<file path="config.mk">
export PLATFORM = sky130hd
export DESIGN_NAME = abst_ram
export DESIGN_NICKNAME = d
export VERILOG_FILES = /design/src/rtl/abst_pkg.sv /design/src/rtl/abst_ram.sv
export SDC_FILE = /design/constraint.sdc
export NUM_CORES = 2
export LEC_CHECK = 0
export BUFFER_PORTS_ARGS = -buffer_cell sky130_fd_sc_hd__clkbuf_2
export CORE_ASPECT_RATIO = 0.7
export CORE_UTILIZATION = 65
export CTS_BUF_LIST = sky130_fd_sc_hd__clkbuf_2 sky130_fd_sc_hd__clkbuf_4 sky130_fd_sc_hd__clkbuf_8
export DETAILED_ROUTE_END_ITERATION = 6
export PLACE_DENSITY = 0.81
export SYNTH_ARGS = -nofsm -noshare
export SYNTH_HDL_FRONTEND = slang
export SYNTH_SLANG_ARGS = --single-unit
</file>
<file path="constraint.sdc">
create_clock -name clk -period 3.8 [get_ports clk]
set_input_delay 0.57 -clock clk [delete_from_list [all_inputs] [get_ports clk]]
set_output_delay 0.57 -clock clk [all_outputs]
set_load 0.05 [all_outputs]
</file>
<file path="src/rtl/abst_pkg.sv">
// ----------------------------------------------------------------------------
// abst_pkg
// Shared constants for the array-backed binary search tree engine: field
// widths, operation codes and result status codes.
// ----------------------------------------------------------------------------
package abst_pkg;

  localparam int KEY_WIDTH    = 32;
  localparam int SIZE_DEF     = 256;
  localparam int KIND_W       = 2;
  localparam int STATUS_W     = 2;
  localparam int SLOT_W       = 8;
  localparam int COUNT_W      = 9;
  localparam int OUT_DATA_W   = 24;

  localparam logic [KIND_W-1:0] KIND_INSERT = 2'd0;
  localparam logic [KIND_W-1:0] KIND_FIND   = 2'd1;
  localparam logic [KIND_W-1:0] KIND_REMOVE = 2'd2;
  localparam logic [KIND_W-1:0] KIND_UNUSED = 2'd3;

  localparam logic [STATUS_W-1:0] ST_DONE     = 2'd0;
  localparam logic [STATUS_W-1:0] ST_FULL     = 2'd1;
  localparam logic [STATUS_W-1:0] ST_NOTFOUND = 2'd2;
  localparam logic [STATUS_W-1:0] ST_FOUND    = 2'd3;

endpackage

</file>
<file path="src/rtl/abst_ram.sv">
// ----------------------------------------------------------------------------
// abst_ram
// Simple dual-port synchronous RAM: one write port, one read port with a
// registered read.
// ----------------------------------------------------------------------------
module abst_ram #(
  parameter int WIDTH = 8,
  parameter int DEPTH = abst_pkg::SIZE_DEF
) (
  input  logic                     clk,
  input  logic                     we,
  input  logic [$clog2(DEPTH)-1:0] waddr,
  input  logic [WIDTH-1:0]         wdata,
  input  logic [$clog2(DEPTH)-1:0] raddr,
  output logic [WIDTH-1:0]         rdata
);

  logic [WIDTH-1:0] mem [DEPTH];

  always_ff @(posedge clk) begin
    if (we) begin
      mem[waddr] <= wdata;
    end
    rdata <= mem[raddr];
  end

endmodule

</file>
==> reports/results.tsv <==
stage	metric	value	unit
outcome	status	complete, but fails checks	
outcome	failing checks	DRC	
clock_network	Worst-Skew Late Latency	1.02	ns
timing	FMAX	316.5	MHz
timing	Tmin final	3.160	ns
finish	Multi-input gate area	0.01647	mm²
pwr	peak supply drop	422.4	µV
synthesis	area of the mapped netlist	0.07956	mm²
synthesis	Main synth FF type	edfxtp_1	
place	placed instance count	5443	
timing	slew margin rel.	0.06465	
clock_network	Clock Tree Root	clkbuf_8	
route	DR DRC count	3	
worst_setup_path	CP Launch Type	flip-flop	
place	number of port buffers	33	
clock_network	CTS sink count	2056	
finish	final std cells w/o fill	5956	
place	pre-CTS setup slack	0.006242	ns
grt	initial antenna violation count	7	
worst_setup_path	Worst Path Max Fanout	1	
worst_setup_path	RR Endpoint	rdata[5]$_DFF_P_	
clock_network	H-tree Lvls	5	
timing	Slew Limit Fails	0	
timing	Setup-failing EPs final	0	
clock_network	CTS tree	done	
route	First DRT Iteration DRCs	7025	
grt	Total GRT Usage	0.3286	
die	Die Ht	294.7	µm
synthesis	area leader, netlist	edfxtp_1	
synthesis	register area share after synthesis	0.7750	
die	I/O Pins	34	
die	Die Span X	420.2	µm
timing	setup tns final	0	ns
clock_network	Max Root-Sink Buffers	4	
timing	Final Cycle Share	0.8315	
place	RePlAce Congestion	0.9287	
worst_setup_path	R2R cell count	6	
die	Die ar.	0.1238	mm²
worst_setup_path	critical path capture point type	flip-flop	
synthesis	Commonest cells post-synth	2048 x edfxtp_1, 454 x mux4_2, 282 x nor2_1	
finish	synthesis-to-layout area growth	11.37	%
finish	share of layout cells above drive strength 1	0.2859	
finish	nets@finish	4156	
place	HPWL after DPL	124500	µm
worst_setup_path	r2r setup slk	0.64	ns
grt	GRT overflow	0	
route	Routed WL per cell	33.28	µm
synthesis	Post-synth EDFFs	2048	
clock_network	# resized after CTS	0	
clock_network	Setup Buffers After CTS	0	
grt	vias in the first global route	41390	
pwr	leak pwr	27.99	nW
pwr	Power Density	502.6	mW/mm²
synthesis	Yosys top cell area share	0.7730	
synthesis	Mapped Cells	3733	
grt	largest net degree at the start of global routing	125	
worst_hold_path	Hold Crit Class	in2reg	
clock_network	Post-CTS Hold Fix Bufs	0	
route	Routed Wire Length	198200	µm
worst_setup_path	origin of the critical flop-to-flop path	mem[83][5]$_DFFE_PP_	
job	max cap viols	0	
worst_setup_path	Worst Path Required	4.68	ns
synthesis	Yosys cell types	55	
synthesis	top post-synthesis cells by area	edfxtp_1 77%, mux4_2 13%, mux2i_1 1.7%	
place	Placed Area	0.08300	mm²
synthesis	Ys Warns	0	
clock_network	clock-pin slew on the worst setup and hold paths	0.07	ns
clock_network	TritonCTS buffer count	305	
route	ANT nets after route	0	
route	DRT Pass-1 Iters	7	
die	# rows	106	
die	Core ar.	0.1204	mm²
route	routed vias/inst	7.011	
grt	first-pass GRT wire length	286400	µm
timing	final setup margin	0.6403	ns
worst_hold_path	hold path depth	1	
worst_setup_path	WS Path Type	reg2reg	
pwr	Final Power	44.53	mW
synthesis	Async SR Flop Fraction	0	
finish	design area	0.08860	mm²
synthesis	register bit total from synthesis	2056	
worst_hold_path	worst hold start	wdata[6]	
route	vias	41760	
timing	slew at the pin closest to its max-slew limit	1.390	ns
synthesis	Mean Syn Cell Area	21.31	µm²
worst_setup_path	Arr. time, crit path	4.04	ns
timing	RSZ-0062 raised after global routing	no	
synthesis	Synth Net Count	3759	
timing	final hold violations	0	
synthesis	top-count cell post-synth	edfxtp_1	
finish	FF/Latch Area	0.06166	mm²
timing	setup clock skew after layout	0.06123	ns
worst_hold_path	Hold Path Sink	mem[242][6]$_DFFE_PP_	
finish	filler cell count	6486	
die	starting density of the core	0.6606	
## sequential cells by signal (all words and copies together) (netlist names)
register / cells
rdata: 8
mem: 2048
## placed cells by master (no fill, tap or decap), types with 32 or more instances in the layout
cell type	netlist	routed
edfxtp_1	2048	2048
mux4_2	454	454
clkbuf_8	0	322
nor2_1	282	279
buf_4	27	260
mux2i_1	134	134
a22oi_1	133	133
a21oi_1	96	96
clkbuf_4	0	92
clkinv_1	1	68
o221ai_1	46	46
nand3_1	34	34
nand2_1	33	33
buf_12	8	32
## logic make-up after synthesis
group,after synthesis,synth area share
AO/OA/AOI/OAI,385,0.03419
AND/OR/NAND/NOR,466,0.02628
buffers and inverters,235,0.01831
multiplexers,591,0.1462
flip-flops,2056,0.7750
## worst max-delay path, cell delays in order, from the launching register on
cell	delay [ns]
edfxtp_1	0.37
mux4_2	0.49
a22o_1	0.26
a221oi_1	0.87
o32ai_1	0.37
nor3_1	0.49
nor4_1	0.15
## per-stage QoR
step	utilization	hold WS [ns]
CTS	0.7357	0.01927
floorplan	-	0.6689
global placement	0.6892	1.069
global route	0.7357	0.06118
detailed placement	0.6892	1.074
finish	0.7357	0.07007
## where the power goes
group          total, mW  internal [mW]  switching (mW)
Combinational       2.43          0.841            1.59
Sequential          25.0           25.0          0.0446
Clock               17.1           8.87            8.19
Total               44.5           34.7            9.82
## final cells by class
type	instances	area share
diodes	3	0.00008473
clock buffers	406	0.05657
clock inverters	104	0.006538
inverters	2	0.00008473
multi-input cells	1442	0.1859
flip-flops and latches	2056	0.6959
well taps	1620	0.02288
repair buffers	323	0.03203
## worst max-delay path by stage
stage                                     from  slack [ns]  depth (start not counted)               end
after floorplan                       raddr[0]        1.29                          9  rdata[2]$_DFF_P_
after global placement                raddr[0]        0.09                          9  rdata[0]$_DFF_P_
after detailed placement              raddr[0]       0.006                          9  rdata[0]$_DFF_P_
after CTS                 mem[83][5]$_DFFE_PP_        0.75                          6  rdata[5]$_DFF_P_
after global routing      mem[83][5]$_DFFE_PP_        0.57                          6  rdata[5]$_DFF_P_
final                     mem[83][5]$_DFFE_PP_        0.64                          6  rdata[5]$_DFF_P_
## routing by layer
layer	up-vias	global-route usage	wire length, µm
met1	21230	0.4856	71880
met5	-	0.007095	169
li1	16500	-	-
met3	494	0.1148	32080
met2	3527	0.4637	87520
met4	8	0.1113	6564
Note: power is estimated with default switching activity, not from simulation.
